### src/rtl/btr_pkg.sv
package btr_pkg;

  localparam int BIN_W     = 27;
  localparam int BCD_W     = 32;
  localparam int CMD_W     = 2;
  localparam int POS_W     = 3;
  localparam int DIG_W     = 4;
  localparam int CNT_W     = 5;
  localparam int CFG_IDX_W = 1;
  localparam int BCD_SLOTS = 8;

  localparam logic [BCD_W-1:0] RESET_BCD = 32'h1407_0000;
  localparam logic [BIN_W-1:0] MIN_RESET = 27'd500000;
  localparam logic [BIN_W-1:0] MAX_RESET = 27'd39999999;

  localparam logic [DIG_W-1:0] DIG_ZERO  = 4'd0;
  localparam logic [DIG_W-1:0] DIG_ONE   = 4'd1;
  localparam logic [DIG_W-1:0] DIG_THREE = 4'd3;
  localparam logic [DIG_W-1:0] DIG_FIVE  = 4'd5;
  localparam logic [DIG_W-1:0] DIG_NINE  = 4'd9;

  localparam logic [CFG_IDX_W-1:0] CFG_MIN = 1'd0;
  localparam logic [CFG_IDX_W-1:0] CFG_MAX = 1'd1;

  typedef enum logic [CMD_W-1:0] {
    CMD_UP    = 2'd0,
    CMD_DOWN  = 2'd1,
    CMD_ENTER = 2'd2,
    CMD_LOAD  = 2'd3
  } cmd_t;

  typedef enum logic [3:0] {
    CELL_HOLD,
    CELL_SAVE,
    CELL_RESTORE,
    CELL_ROTATE,
    CELL_CLEAR,
    CELL_DABBLE,
    CELL_STEP,
    CELL_CARRY,
    CELL_ENTER
  } cell_op_t;

  typedef struct packed {
    cell_op_t           op;
    logic               up;
    logic [POS_W-1:0]   pos;
    logic [DIG_W-1:0]   digit;
  } cell_ctrl_t;

  typedef enum logic [2:0] {
    ST_IDLE,
    ST_START,
    ST_CARRY,
    ST_SCAN,
    ST_JUDGE,
    ST_DABBLE,
    ST_MEASURE,
    ST_DONE
  } state_t;

  // 10^n - 1, capped at the largest binary value
  function automatic logic [BIN_W-1:0] top_cap(input int n);
    longint p;
    p = 1;
    for (int i = 0; i < n; i++) begin
      p = p * 10;
    end
    p = p - 1;
    if (p > longint'((1 << BIN_W) - 1)) begin
      return '1;
    end
    return BIN_W'(p);
  endfunction

  function automatic logic [DIG_W-1:0] reset_digit(input int n, input int i);
    if (n < BCD_SLOTS) begin
      return DIG_NINE;
    end
    if (i >= BCD_SLOTS) begin
      return DIG_ZERO;
    end
    return RESET_BCD[DIG_W*i +: DIG_W];
  endfunction

endpackage

### src/rtl/btr_if.sv
interface btr_in_if;
  logic                         valid;
  logic                         ready;
  logic [btr_pkg::CMD_W-1:0]    cmd;
  logic [btr_pkg::POS_W-1:0]    position;
  logic [btr_pkg::DIG_W-1:0]    digit_in;
  logic [btr_pkg::BIN_W-1:0]    load_value;

  modport source (output valid, cmd, position, digit_in, load_value, input ready);
  modport sink   (input valid, cmd, position, digit_in, load_value, output ready);
endinterface

interface btr_out_if;
  logic                         valid;
  logic                         ready;
  logic [btr_pkg::BIN_W-1:0]    value_out;
  logic [btr_pkg::BCD_W-1:0]    bcd_out;
  logic                         changed;

  modport source (output valid, value_out, bcd_out, changed, input ready);
  modport sink   (input valid, value_out, bcd_out, changed, output ready);
endinterface

### src/rtl/btr_cell.sv
module btr_cell #(
  parameter int                          IDX       = 0,
  parameter logic [btr_pkg::DIG_W-1:0]   RST_DIGIT = '0
) (
  input  logic                          clk,
  input  logic                          rst_n,
  input  btr_pkg::cell_ctrl_t           ctrl,
  input  logic [btr_pkg::DIG_W-1:0]     rot_in,
  input  logic                          carry_in,
  input  logic                          dab_in,
  output logic [btr_pkg::DIG_W-1:0]     digit,
  output logic                          carry_out,
  output logic                          dab_out,
  output logic                          diff
);
  import btr_pkg::*;

  logic [DIG_W-1:0] digit_r, digit_nxt, save_r;
  logic [DIG_W-1:0] adj, limit, wrap, stepped;
  logic             cy_r, cy_nxt;
  logic             sel, hit;

  assign sel = (IDX < (1 << POS_W)) && (ctrl.pos == POS_W'(IDX));

  always_comb begin
    adj     = (digit_r >= DIG_FIVE) ? digit_r + DIG_THREE : digit_r;
    limit   = ctrl.up ? DIG_NINE : DIG_ZERO;
    wrap    = ctrl.up ? DIG_ZERO : DIG_NINE;
    stepped = ctrl.up ? digit_r + DIG_ONE : digit_r - DIG_ONE;
    hit     = ((ctrl.op == CELL_STEP) && sel) || ((ctrl.op == CELL_CARRY) && carry_in);
    digit_nxt = digit_r;
    cy_nxt    = 1'b0;
    case (ctrl.op)
      CELL_RESTORE: digit_nxt = save_r;
      CELL_ROTATE:  digit_nxt = rot_in;
      CELL_CLEAR:   digit_nxt = DIG_ZERO;
      CELL_DABBLE:  digit_nxt = {adj[DIG_W-2:0], dab_in};
      CELL_ENTER: begin
        if (sel) begin
          digit_nxt = ctrl.digit;
        end
      end
      CELL_STEP, CELL_CARRY: begin
        if (hit) begin
          if (digit_r == limit) begin
            digit_nxt = wrap;
            cy_nxt    = 1'b1;
          end else begin
            digit_nxt = stepped;
          end
        end
      end
      default: digit_nxt = digit_r;
    endcase
  end

  always_ff @(posedge clk) begin
    if (!rst_n) begin
      digit_r <= RST_DIGIT;
      cy_r    <= 1'b0;
    end else begin
      digit_r <= digit_nxt;
      cy_r    <= cy_nxt;
    end
  end

  always_ff @(posedge clk) begin
    if (ctrl.op == CELL_SAVE) begin
      save_r <= digit_r;
    end
  end

  assign digit     = digit_r;
  assign carry_out = cy_r;
  assign dab_out   = adj[DIG_W-1];
  assign diff      = (digit_r != save_r);

endmodule

### src/rtl/btr_chain.sv
module btr_chain #(
  parameter int NUM_DIGITS = 8
) (
  input  logic                          clk,
  input  logic                          rst_n,
  input  btr_pkg::cell_ctrl_t           ctrl,
  input  logic                          dab_in,
  output logic [btr_pkg::DIG_W-1:0]     digits [NUM_DIGITS],
  output logic                          top_carry,
  output logic                          any_diff
);
  import btr_pkg::*;

  logic [NUM_DIGITS-1:0] carry_v, dab_v, diff_v;

  for (genvar i = 0; i < NUM_DIGITS; i++) begin : g_cell
    logic cin, din;
    if (i == 0) begin : g_first
      assign cin = 1'b0;
      assign din = dab_in;
    end else begin : g_rest
      assign cin = carry_v[i-1];
      assign din = dab_v[i-1];
    end

    btr_cell #(
      .IDX       (i),
      .RST_DIGIT (reset_digit(NUM_DIGITS, i))
    ) u_cell (
      .clk       (clk),
      .rst_n     (rst_n),
      .ctrl      (ctrl),
      .rot_in    (digits[(i + NUM_DIGITS - 1) % NUM_DIGITS]),
      .carry_in  (cin),
      .dab_in    (din),
      .digit     (digits[i]),
      .carry_out (carry_v[i]),
      .dab_out   (dab_v[i]),
      .diff      (diff_v[i])
    );
  end

  assign top_carry = carry_v[NUM_DIGITS-1];
  assign any_diff  = |diff_v;

endmodule

### src/rtl/bcd_tuning_register_top.sv
// Channel   Dir  Payload                                Transfer
// in_ch     in   cmd, position, digit_in, load_value    valid && ready
// out_ch    out  value_out, bcd_out, changed            valid && ready
// cfg_*     in   cfg_index, cfg_data                    cfg_we
//
// Each item ends by measuring the digits. A step first carries, scans and
// judges, but is restored and measured at once when the carry runs off the
// top digit; enter digit scans, judges and dabbles; load dabbles; an ignored
// item only measures. Digits pass one cell per cycle around the cell ring for
// BCD to binary; binary to BCD shifts one bit per cycle into the cell row.
// One item in flight; the next item is taken while a result waits in out_ch.
// Synchronous active-low reset restores the range registers and the digits.
module bcd_tuning_register_top #(
  parameter int NUM_DIGITS = 8
) (
  input  logic                              clk,
  input  logic                              rst_n,
  input  logic                              cfg_we,
  input  logic [btr_pkg::CFG_IDX_W-1:0]     cfg_index,
  input  logic [btr_pkg::BIN_W-1:0]         cfg_data,
  btr_in_if.sink                            in_ch,
  btr_out_if.source                         out_ch
);
  import btr_pkg::*;

  localparam logic [BIN_W-1:0] TOP_VAL = top_cap(NUM_DIGITS);
  localparam int               SHOWN   = (NUM_DIGITS < BCD_SLOTS) ? NUM_DIGITS : BCD_SLOTS;
  localparam logic [CNT_W-1:0] LAST_DIG = CNT_W'(NUM_DIGITS - 1);
  localparam logic [CNT_W-1:0] LAST_BIT = CNT_W'(BIN_W - 1);

  state_t             state_r, state_nxt;
  logic [CNT_W-1:0]   cnt_r, cnt_nxt;
  logic [BIN_W-1:0]   min_r, max_r, lo_r, hi_r;
  cmd_t               cmd_r;
  logic [POS_W-1:0]   pos_r;
  logic [DIG_W-1:0]   dig_r;
  logic [BIN_W-1:0]   load_r;
  logic               clamp_mode_r, clamp_mode_nxt;
  logic               ovf_r, ovf_nxt;
  logic [BIN_W-1:0]   acc_r, acc_nxt;
  logic               big_r, big_nxt;
  logic [BIN_W-1:0]   c_r, c_nxt;
  logic               out_valid_r;
  logic [BIN_W-1:0]   value_r;
  logic [BCD_W-1:0]   bcd_r;
  logic               changed_r;

  cell_ctrl_t         ctrl;
  logic [DIG_W-1:0]   digits [NUM_DIGITS];
  logic               top_carry, any_diff;
  logic               in_xfer, out_load, out_free, pos_ok;
  logic [DIG_W-1:0]   digit_at_pos;
  logic [BIN_W-1:0]   a_v, b_v, lo_v, hi_v, ld_clamp, ent_clamp, base_acc;
  logic               base_big, out_of_range;
  logic [BIN_W+3:0]   acc_ext, sum;
  logic [BCD_W-1:0]   bcd_vec;

  btr_chain #(.NUM_DIGITS(NUM_DIGITS)) u_chain (
    .clk       (clk),
    .rst_n     (rst_n),
    .ctrl      (ctrl),
    .dab_in    (c_r[BIN_W-1]),
    .digits    (digits),
    .top_carry (top_carry),
    .any_diff  (any_diff)
  );

  assign in_ch.ready = (state_r == ST_IDLE);
  assign in_xfer     = in_ch.valid && in_ch.ready;
  assign out_free    = !out_valid_r || out_ch.ready;
  assign pos_ok      = (32'(pos_r) < 32'(NUM_DIGITS));

  // effective range
  always_comb begin
    a_v  = (min_r > max_r) ? max_r : min_r;
    b_v  = (min_r > max_r) ? min_r : max_r;
    lo_v = (a_v > TOP_VAL) ? TOP_VAL : a_v;
    hi_v = (b_v > TOP_VAL) ? TOP_VAL : b_v;
  end

  always_comb begin
    digit_at_pos = DIG_ZERO;
    for (int i = 0; i < NUM_DIGITS; i++) begin
      if ((i < (1 << POS_W)) && (pos_r == POS_W'(i))) begin
        digit_at_pos = digits[i];
      end
    end
    bcd_vec = '0;
    for (int i = 0; i < SHOWN; i++) begin
      bcd_vec[DIG_W*i +: DIG_W] = digits[i];
    end
  end

  always_comb begin
    ld_clamp     = (load_r < lo_r) ? lo_r : ((load_r > hi_r) ? hi_r : load_r);
    ent_clamp    = big_r ? hi_r : ((acc_r < lo_r) ? lo_r : ((acc_r > hi_r) ? hi_r : acc_r));
    out_of_range = big_r || (acc_r < lo_r) || (acc_r > hi_r);
    base_acc     = (cnt_r == '0) ? '0 : acc_r;
    base_big     = (cnt_r == '0) ? 1'b0 : big_r;
    acc_ext      = {4'b0, base_acc};
    sum          = (acc_ext << 3) + (acc_ext << 1) + {{BIN_W{1'b0}}, digits[NUM_DIGITS-1]};
  end

  always_comb begin
    state_nxt      = state_r;
    cnt_nxt        = '0;
    clamp_mode_nxt = clamp_mode_r;
    ovf_nxt        = ovf_r;
    acc_nxt        = acc_r;
    big_nxt        = big_r;
    c_nxt          = c_r;
    out_load       = 1'b0;
    ctrl.op        = CELL_HOLD;
    ctrl.up        = (cmd_r == CMD_UP);
    ctrl.pos       = pos_r;
    ctrl.digit     = dig_r;
    case (state_r)
      ST_IDLE: begin
        if (in_xfer) begin
          ctrl.op   = CELL_SAVE;
          state_nxt = ST_START;
        end
      end
      ST_START: begin
        ovf_nxt        = 1'b0;
        clamp_mode_nxt = 1'b0;
        state_nxt      = ST_MEASURE;
        case (cmd_r)
          CMD_UP, CMD_DOWN: begin
            if (pos_ok) begin
              ctrl.op   = CELL_STEP;
              state_nxt = ST_CARRY;
            end
          end
          CMD_ENTER: begin
            if (pos_ok && (dig_r <= DIG_NINE) && (digit_at_pos != dig_r)) begin
              ctrl.op        = CELL_ENTER;
              clamp_mode_nxt = 1'b1;
              state_nxt      = ST_SCAN;
            end
          end
          CMD_LOAD: begin
            ctrl.op   = CELL_CLEAR;
            c_nxt     = ld_clamp;
            state_nxt = ST_DABBLE;
          end
          default: state_nxt = ST_MEASURE;
        endcase
      end
      ST_CARRY: begin
        ctrl.op = CELL_CARRY;
        ovf_nxt = ovf_r || top_carry;
        cnt_nxt = cnt_r + 1'b1;
        if (cnt_r == LAST_DIG) begin
          cnt_nxt = '0;
          if (ovf_r || top_carry) begin
            ctrl.op   = CELL_RESTORE;
            state_nxt = ST_MEASURE;
          end else begin
            state_nxt = ST_SCAN;
          end
        end
      end
      ST_SCAN, ST_MEASURE: begin
        ctrl.op = CELL_ROTATE;
        acc_nxt = sum[BIN_W-1:0];
        big_nxt = base_big || (|sum[BIN_W+3:BIN_W]);
        cnt_nxt = cnt_r + 1'b1;
        if (cnt_r == LAST_DIG) begin
          cnt_nxt   = '0;
          state_nxt = (state_r == ST_SCAN) ? ST_JUDGE : ST_DONE;
        end
      end
      ST_JUDGE: begin
        state_nxt = ST_MEASURE;
        if (clamp_mode_r) begin
          ctrl.op   = CELL_CLEAR;
          c_nxt     = ent_clamp;
          state_nxt = ST_DABBLE;
        end else if (out_of_range) begin
          ctrl.op = CELL_RESTORE;
        end
      end
      ST_DABBLE: begin
        ctrl.op = CELL_DABBLE;
        c_nxt   = c_r << 1;
        cnt_nxt = cnt_r + 1'b1;
        if (cnt_r == LAST_BIT) begin
          cnt_nxt   = '0;
          state_nxt = ST_MEASURE;
        end
      end
      ST_DONE: begin
        if (out_free) begin
          out_load  = 1'b1;
          state_nxt = ST_IDLE;
        end
      end
      default: state_nxt = ST_IDLE;
    endcase
  end

  always_ff @(posedge clk) begin
    if (!rst_n) begin
      state_r     <= ST_IDLE;
      cnt_r       <= '0;
      out_valid_r <= 1'b0;
      min_r       <= MIN_RESET;
      max_r       <= MAX_RESET;
    end else begin
      state_r <= state_nxt;
      cnt_r   <= cnt_nxt;
      if (out_load) begin
        out_valid_r <= 1'b1;
      end else if (out_ch.ready) begin
        out_valid_r <= 1'b0;
      end
      if (cfg_we) begin
        case (cfg_index)
          CFG_MIN: min_r <= cfg_data;
          CFG_MAX: max_r <= cfg_data;
          default: ;
        endcase
      end
    end
  end

  always_ff @(posedge clk) begin
    lo_r         <= lo_v;
    hi_r         <= hi_v;
    clamp_mode_r <= clamp_mode_nxt;
    ovf_r        <= ovf_nxt;
    acc_r        <= acc_nxt;
    big_r        <= big_nxt;
    c_r          <= c_nxt;
    if (in_xfer) begin
      cmd_r  <= cmd_t'(in_ch.cmd);
      pos_r  <= in_ch.position;
      dig_r  <= in_ch.digit_in;
      load_r <= in_ch.load_value;
    end
    if (out_load) begin
      value_r   <= acc_r;
      bcd_r     <= bcd_vec;
      changed_r <= any_diff;
    end
  end

  assign out_ch.valid     = out_valid_r;
  assign out_ch.value_out = value_r;
  assign out_ch.bcd_out   = bcd_r;
  assign out_ch.changed   = changed_r;

endmodule

### src/flat_wrapper.sv
// flat-port wrapper written by rule: the top's interface ports become plain ports
module bcd_tuning_register_top_flat import btr_pkg::*;
#(
  parameter int NUM_DIGITS = 8
)
  (clk, rst_n, cfg_we, cfg_index, cfg_data, in_ch_valid, in_ch_cmd, in_ch_position, in_ch_digit_in, in_ch_load_value, in_ch_ready, out_ch_valid, out_ch_value_out, out_ch_bcd_out, out_ch_changed, out_ch_ready);
  btr_in_if in_ch_i ();
  btr_out_if out_ch_i ();
  input  logic clk;
  input  logic rst_n;
  input  logic cfg_we;
  input  logic [btr_pkg::CFG_IDX_W-1:0] cfg_index;
  input  logic [btr_pkg::BIN_W-1:0] cfg_data;
  input wire logic [$bits(in_ch_i.valid)-1:0] in_ch_valid;
  input wire logic [$bits(in_ch_i.cmd)-1:0] in_ch_cmd;
  input wire logic [$bits(in_ch_i.position)-1:0] in_ch_position;
  input wire logic [$bits(in_ch_i.digit_in)-1:0] in_ch_digit_in;
  input wire logic [$bits(in_ch_i.load_value)-1:0] in_ch_load_value;
  output wire logic [$bits(in_ch_i.ready)-1:0] in_ch_ready;
  output wire logic [$bits(out_ch_i.valid)-1:0] out_ch_valid;
  output wire logic [$bits(out_ch_i.value_out)-1:0] out_ch_value_out;
  output wire logic [$bits(out_ch_i.bcd_out)-1:0] out_ch_bcd_out;
  output wire logic [$bits(out_ch_i.changed)-1:0] out_ch_changed;
  input wire logic [$bits(out_ch_i.ready)-1:0] out_ch_ready;
  assign in_ch_i.valid = in_ch_valid;
  assign in_ch_i.cmd = in_ch_cmd;
  assign in_ch_i.position = in_ch_position;
  assign in_ch_i.digit_in = in_ch_digit_in;
  assign in_ch_i.load_value = in_ch_load_value;
  assign in_ch_ready = in_ch_i.ready;
  assign out_ch_valid = out_ch_i.valid;
  assign out_ch_value_out = out_ch_i.value_out;
  assign out_ch_bcd_out = out_ch_i.bcd_out;
  assign out_ch_changed = out_ch_i.changed;
  assign out_ch_i.ready = out_ch_ready;
  bcd_tuning_register_top #(.NUM_DIGITS(NUM_DIGITS)) u_core (.clk(clk), .rst_n(rst_n), .cfg_we(cfg_we), .cfg_index(cfg_index), .cfg_data(cfg_data), .in_ch(in_ch_i), .out_ch(out_ch_i));
endmodule
### config.mk
export PLATFORM = sky130hd
export DESIGN_NAME = bcd_tuning_register_top_flat
export DESIGN_NICKNAME = d
export VERILOG_FILES = /design/src/rtl/btr_pkg.sv /design/src/rtl/btr_if.sv /design/src/rtl/btr_cell.sv /design/src/rtl/btr_chain.sv /design/src/rtl/bcd_tuning_register_top.sv /design/src/flat_wrapper.sv
export SDC_FILE = /design/constraint.sdc
export NUM_CORES = 1
export LEC_CHECK = 0
export ABC_CLOCK_PERIOD_IN_PS = 4270
export BUFFER_PORTS_ARGS = -buffer_cell sky130_fd_sc_hd__clkbuf_2
export CAP_MARGIN = 10
export CORE_MARGIN = 2
export CORE_UTILIZATION = 58
export CTS_BUF_LIST = sky130_fd_sc_hd__clkbuf_4
export DETAILED_ROUTE_END_ITERATION = 8
export HOLD_SLACK_MARGIN = 0.03
export PLACE_DENSITY_LB_ADDON = 0.2
export SLEW_MARGIN = 20
export SYNTH_ARGS = -nofsm -noshare
export SYNTH_HDL_FRONTEND = slang
export SYNTH_HIERARCHICAL = 1
export SYNTH_SLANG_ARGS = --single-unit
export TNS_END_PERCENT = 100
### constraint.sdc
create_clock -name clk -period 4.27 [get_ports clk]
set_clock_uncertainty 0.2 [all_clocks]
set_input_delay 0.854 -clock clk [delete_from_list [all_inputs] [get_ports clk]]
set_output_delay 0.854 -clock clk [all_outputs]
set_load 0.01 [all_outputs]
==> summary.md, run 1 <==
| Metric | Value |
|---|---|
| Number of routed nets with antenna violations | `0` |
| TritonCTS clock tree | `yes` |
| Die outline height | `205 um` |
| Residual overflow from global routing | `0` |
| Worst-case setup margin in the final layout | `-73.2 ps` |
| Placeable core area | `39700 sq um` |
| Top-level I/O count | `131` |
| Leakage component of the power | `11.5 nW` |
| Number of antenna violations at the first check in global routing | `4` |
| Setup repair after global routing missed its margin | `yes` |
| Hold Crit Class | `in -> reg` |
| Insertion delay to the later sink of the worst-skew pair | `900 ps` |
| Final design instance area without fill | `27300 sq um` |
| Achievable clock frequency | `230 MHz` |
| Min cycle time layout | `4340 ps` |
| Number of pins with negative max-slew slack in the final report | `0` |
| Num Clock Sinks | `342` |
| Final count of negative-setup-slack endpoints | `3` |
| Worst-path cell chain | `inv_1 > ha_1 > o21a_1 > o211ai_1 > or3b_1 > a311oi_2 > nor3_4 > o311ai_2 > buf_4 > a21oi_4 > buf_12 > or4b_4 > nor4b_4 > nor2_4 > or3_4 > o2111a_1` |
| Headroom to the max-slew limit | `27.0%` |
| First-pass DRT Iterations | `8` |
| Critical path peak fanout | `5` |
| Area growth from synthesis to layout | `16.9%` |
| Num CTS Buffers | `96` |
| Nets | `3001` |
| Initial core utilization | `58.9%` |
| GP Congestion | `0.994` |
| CP endpoint kind | `flop` |
| Leading cell type in the layout, fill and taps excluded | `sky130_fd_sc_hd__ha_1` |
| Worst stage delay on the critical path | `510 ps` |
| Detailed-route via count | `20900` |
| Number of instances in the synthesized netlist | `2396` |
| Full die area | `42000 sq um` |
| Total count of hold-check failures in the final report | `0` |
| Largest vdd supply drop | `281 uV` |
| Total cell area at the placement stage | `25100 sq um` |
| Result of the run | `finished with violations` |
| Average wire per cell in the routed design | `21.0 um` |
| Number of buffers inserted by port buffering | `130` |
| Sum of net half-perimeters after detailed placement | `49200 um` |
| Cell at the root of the clock tree | `sky130_fd_sc_hd__clkbuf_4` |
| Synth warnings | `6` |
| Post-route fraction of the period consumed by the critical path | `102%` |
| Total routing resource utilization after global routing | `32.7%` |
| Most frequent cells in the layout | `sky130_fd_sc_hd__ha_1 (219), sky130_fd_sc_hd__nand2_1 (192), sky130_fd_sc_hd__edfxtp_1 (185), sky130_fd_sc_hd__inv_1 (157), sky130_fd_sc_hd__dfxtp_1 (152)` |
| Startpoint-to-endpoint class of the critical path | `reg -> reg` |
| Post-Route Setup TNS | `-131 ps` |
| First-iteration detailed-routing DRC count | `2551` |
| Worst-path cell with the longest stage delay | `sky130_fd_sc_hd__or4b_4` |
| Ratio of cells with drive above 1 in the final layout | `19.7%` |
| Number of placed instances, taps included | `3050` |
| Cell area power density | `611 nW/um^2` |
| Number of rows in the core area | `73` |
| Cell Count, Final, Fillers Out | `3300` |
| Least-Margin Pin Slew | `1100 ps` |
| Die width | `205 um` |
| Worst setup slack after placement | `-31.4 ps` |
| Crit path DAT | `4840 ps` |
| Average vias per placed instance | `6.34` |
| Maximum number of pins on one net before global-route repair | `57` |
| CTS clock-pin slew for the worst setup and hold paths | `60 ps` |
| Failing checks | `negative setup slack` |
| Residual DRC count | `0` |
| Vias in the first global route | `19900` |
| Final Routed Wirelength | `69200 um` |
| Mapped cell area | `23400 sq um` |
| Type of element launching the critical path | `flop` |
| Synthesized area per cell | `9.76 sq um` |
| Max clock buf depth | `3` |
| Count of max-cap constraint violations | `0` |
| CP required | `4770 ps` |
| H-tree level count | `3` |
| First-pass GRT wire length | `108000 um` |
==> final timing paths <==
kind | start | endpoint | slack (ps) | cells past startpoint
worst max-delay path | u_core/lo_r[2] | u_core/u_chain/g_cell[1].u_cell/digit[1] | -70 | 16
worst min-delay path | in_ch_load_value[1] | u_core/load_r[1] | 90 | 1
worst max register to register | u_core/lo_r[2] | u_core/u_chain/g_cell[1].u_cell/digit[1] | -70 | 16
worst min register to register | u_core/cnt_r[0] | u_core/cnt_r[0] | 280 | 1
==> layout make-up <==
| class | count | area [sq um] |
|---|---|---|
| clock buffers | 139 | 1040 |
| fillers | 3183 | 12400 |
| well taps | 525 | 657 |
| diodes | 3 | 7.51 |
| inverters | 158 | 593 |
| clock inverters | 29 | 190 |
| flip-flops and latches | 342 | 8700 |
| repair buffers | 326 | 2470 |
| multi-input cells | 1778 | 13700 |
==> per-layer routing <==
metal  wire [um]  up-vias  GRT usage [%]  share of wire [%]
li1            -     9667              -                  -
met1       31100    10000           48.2                 45
met2       29400     1053           47.9                 43
met3        6670      163           6.65                9.6
met4        1970        0           10.8                2.8
met5           0        -              0                  0
==> registers in the layout, indices dropped and copies added, names as in the netlist, 3 cells and up <==
signal                                  flops
u_core/hi_r                                27
u_core/cnt_r                                5
u_core/acc_r                               27
u_core/load_r                              27
u_core/out_ch.value_out                    27
u_core/min_r                               27
u_core/pos_r                                3
u_core/state_r                              3
u_core/out_ch.bcd_out                      32
u_core/max_r                               27
u_core/c_r                                 27
u_core/u_chain/g_cell.u_cell/carry_out      8
u_core/u_chain/g_cell.u_cell/digit         32
u_core/lo_r                                27
u_core/u_chain/g_cell.u_cell/save_r        32
u_core/dig_r                                4
==> what timing repair did <==
action,in CTS,in global routing
gates cloned,0,1
pin swaps,0,26
gates resized for setup,10,30
hold endpoints to repair,82,0
setup buffers,0,15
endpoints found under the setup margin,5,29
hold buffers,62,0
==> power breakdown <==
group	total, mW	internal [mW]	leakage, nW	switching [mW]
clock network	3.11	1.62	0.732	1.49
registers	4.84	4.30	3.01	0.539
logic	8.77	3.78	7.81	5.00
total	16.7	9.69	11.5	7.03
==> metrics by stage <==
step / hold slack (ps) / power, mW / utilization [%]
4_1_cts: 39.0 / 16.2 / 68.0
3_3_place_gp: 248 / 12.7 / 63.3
2_1_floorplan: 230 / 10.6 / -
5_1_grt: 23.0 / 17.7 / 68.8
6_report: 90.2 / 16.7 / 68.8
3_5_place_dp: 262 / 13.0 / 63.3
==> critical path: cells and delay by family, from the launching register on <==
kind	cells	cell delay (ps)
AND/OR/NAND/NOR	6	1850
flip-flops	1	360
buffers and inverters	3	430
AO/OA/AOI/OAI	6	1050
adder cells (fa/ha/maj)	1	270
No activity file was read; power rests on OpenSTA's default activity.
==> run 2: changes to the inputs <==
--- a/config.mk
+++ b/config.mk
@@ -12,8 +12,10 @@
 export CORE_UTILIZATION = 58
 export CTS_BUF_LIST = sky130_fd_sc_hd__clkbuf_4
 export DETAILED_ROUTE_END_ITERATION = 8
+export GPL_ROUTABILITY_DRIVEN = 0
 export HOLD_SLACK_MARGIN = 0.03
 export PLACE_DENSITY_LB_ADDON = 0.2
+export SETUP_SLACK_MARGIN = 0.3
 export SLEW_MARGIN = 20
 export SYNTH_ARGS = -nofsm -noshare
 export SYNTH_HDL_FRONTEND = slang
==> run 2 against run 1 <==
  * Utilization is 2.5 points higher
  * Wire length is 3.7% higher
  * Critical path depth is 1 higher
  * The flow now finishes without violations
  * Register-to-register slack better by 120 ps
  * Flip-flop and latch count stayed put
  * Hold slack worse by 6.4 ps
  * Combinational power is 8.0% higher
  * Count of clock-buffer cells in the layout is 4 lower
  * Sequential share of layout area is 1.1 points lower
==> summary.md, run 2 (synthesis gave the netlist of run 1 again) <==
| Metric | Value |
|---|---|
| Maximum number of pins on one net before global-route repair | `82` |
| Crit path DAT | `4740 ps` |
| Insertion delay to the later sink of the worst-skew pair | `830 ps` |
| First-pass DRT Iterations | `8` |
| Setup repair after global routing missed its margin | `yes` |
| Global routing usage on met1 | `45.0%` |
| Die outline height | `205 um` |
| CP required | `4790 ps` |
| Global-route track usage on met2 | `49.0%` |
| Sum of net half-perimeters after detailed placement | `48500 um` |
| Leakage component of the power | `11.7 nW` |
| Final Routed Wirelength | `71700 um` |
| Placeable core area | `39700 sq um` |
| Worst setup slack after placement | `113 ps` |
| Vias in the first global route | `20100` |
| First-iteration detailed-routing DRC count | `2714` |
| Worst-case setup margin in the final layout | `49.1 ps` |
| Area growth from synthesis to layout | `21.1%` |
| Total count of hold-check failures in the final report | `0` |
| Total routing resource utilization after global routing | `32.4%` |
| Startpoint-to-endpoint class of the critical path | `reg -> reg` |
| Result of the run | `completed` |
| Total cell area at the placement stage | `25000 sq um` |
| Full die area | `42000 sq um` |
| Max clock buf depth | `3` |
| CTS clock-pin slew for the worst setup and hold paths | `70 ps` |
| Detailed-route via count | `21400` |
| Headroom to the max-slew limit | `29.3%` |
| Fillers | `2931` |
| Met3 Use GR | `8.62%` |
| Least-Margin Pin Slew | `1060 ps` |
| Post-Route Setup TNS | `0 ps` |
| CP endpoint kind | `flop` |
| Routing layer with the top usage in global route | `met2` |
| Nets | `3018` |
| Num Clock Sinks | `342` |
| Cell area power density | `610 nW/um^2` |
| Number of antenna violations at the first check in global routing | `3` |
| Die width | `205 um` |
| Average vias per placed instance | `6.42` |
| Most frequent cells in the layout | `sky130_fd_sc_hd__ha_1 (195), sky130_fd_sc_hd__nand2_1 (190), sky130_fd_sc_hd__edfxtp_1 (185), sky130_fd_sc_hd__inv_1 (154), sky130_fd_sc_hd__dfxtp_1 (150)` |
| Number of rows in the core area | `73` |
| Number of pins with negative max-slew slack in the final report | `0` |
| Final count of negative-setup-slack endpoints | `0` |
| Leading cell type in the layout, fill and taps excluded | `sky130_fd_sc_hd__ha_1` |
| Area occupied by multi-input gates | `14500 sq um` |
| Count of max-cap constraint violations | `0` |
| Average wire per cell in the routed design | `21.5 um` |
| Footprint of the flip-flops and latches | `8710 sq um` |
| Largest vdd supply drop | `304 uV` |
| Critical path peak fanout | `13` |
| Hold Crit Class | `in -> reg` |
| H-tree level count | `3` |
| Post-route fraction of the period consumed by the critical path | `98.9%` |
| Ratio of cells with drive above 1 in the final layout | `24.4%` |
| Top-level I/O count | `131` |
| Residual DRC count | `0` |
| Cell at the root of the clock tree | `sky130_fd_sc_hd__clkbuf_4` |
| Type of element launching the critical path | `flop` |
| Residual overflow from global routing | `0` |
| Achievable clock frequency | `237 MHz` |
| Final design instance area without fill | `28300 sq um` |
| Min cycle time layout | `4220 ps` |
| TritonCTS clock tree | `yes` |
| Initial core utilization | `58.9%` |
| Num CTS Buffers | `95` |
| Number of buffers inserted by port buffering | `130` |
| First-pass GRT wire length | `107000 um` |
| Number of routed nets with antenna violations | `0` |
-- run 2: worst paths after layout --
check / endpoint / depth (start not counted) / slack (ps) / startpoint
worst max-delay path: u_core/u_chain/g_cell[2].u_cell/digit[2] / 17 / 50 / u_core/acc_r[26]
worst min-delay path: u_core/cmd_r[0] / 1 / 80 / in_ch_cmd[0]
worst max register to register: u_core/u_chain/g_cell[2].u_cell/digit[2] / 17 / 50 / u_core/acc_r[26]
worst min register to register: u_core/min_r[2] / 2 / 310 / u_core/min_r[2]
-- run 2: where the power goes --
part / internal [mW] / switching (mW)
logic: 4.08 / 5.38
registers: 4.30 / 0.550
clock network: 1.47 / 1.50
-- run 2: per-layer routing --
metal	share of wire, %	wire length [um]	vias to the layer above
met5	0	0	-
met3	12	8250	201
met2	44	31400	1239
met4	2.7	1910	0
li1	-	-	9713
met1	42	30200	10200
-- run 2: worst max-delay path, stage by stage, from the launching register on --
cell	delay (ps)
sky130_fd_sc_hd__edfxtp_1	510
sky130_fd_sc_hd__ha_1	340
sky130_fd_sc_hd__and3_2	210
sky130_fd_sc_hd__and3_2	180
sky130_fd_sc_hd__nand3_1	170
sky130_fd_sc_hd__a311oi_4	350
sky130_fd_sc_hd__nor3_4	90
sky130_fd_sc_hd__o311ai_4	290
sky130_fd_sc_hd__a21oi_4	110
sky130_fd_sc_hd__buf_12	160
sky130_fd_sc_hd__buf_4	140
sky130_fd_sc_hd__buf_4	180
sky130_fd_sc_hd__o21bai_1	260
sky130_fd_sc_hd__a41oi_2	120
sky130_fd_sc_hd__nor2_4	240
sky130_fd_sc_hd__buf_6	160
sky130_fd_sc_hd__mux2i_1	190
sky130_fd_sc_hd__o311a_1	180
-- run 2: stage by stage --
step / instances / power [mW] / utilization (%) / hold slack (ps)
after global placement: 3041 / 12.6 / 63.0 / 244
final: 3328 / 17.3 / 71.3 / 83.8
after detailed placement: 3041 / 12.8 / 63.0 / 265
after CTS: 3289 / 16.2 / 68.4 / 30.7
after global routing: 3326 / 18.2 / 71.3 / 33.9
after floorplan: 2397 / 10.6 / - / 230
-- run 2: cell type report --
cell class	count	area share (%)
Antenna cell	4	0.0353
Timing Repair Buffer	344	9.39
Inverter	158	2.09
Clock buffer	135	3.58
Tap cell	525	2.32
Sequential cell	342	30.7
Multi-Input combinational cell	1778	51.2
Clock inverter	42	0.671
-- run 2: repair_timing --
item	CTS	global route
hold buffers	48	0
endpoints found under the setup margin	36	73
endpoints found under the hold margin	54	0
pin swaps	32	75
setup buffers	21	31
gates cloned	2	3
gates resized for setup	43	161
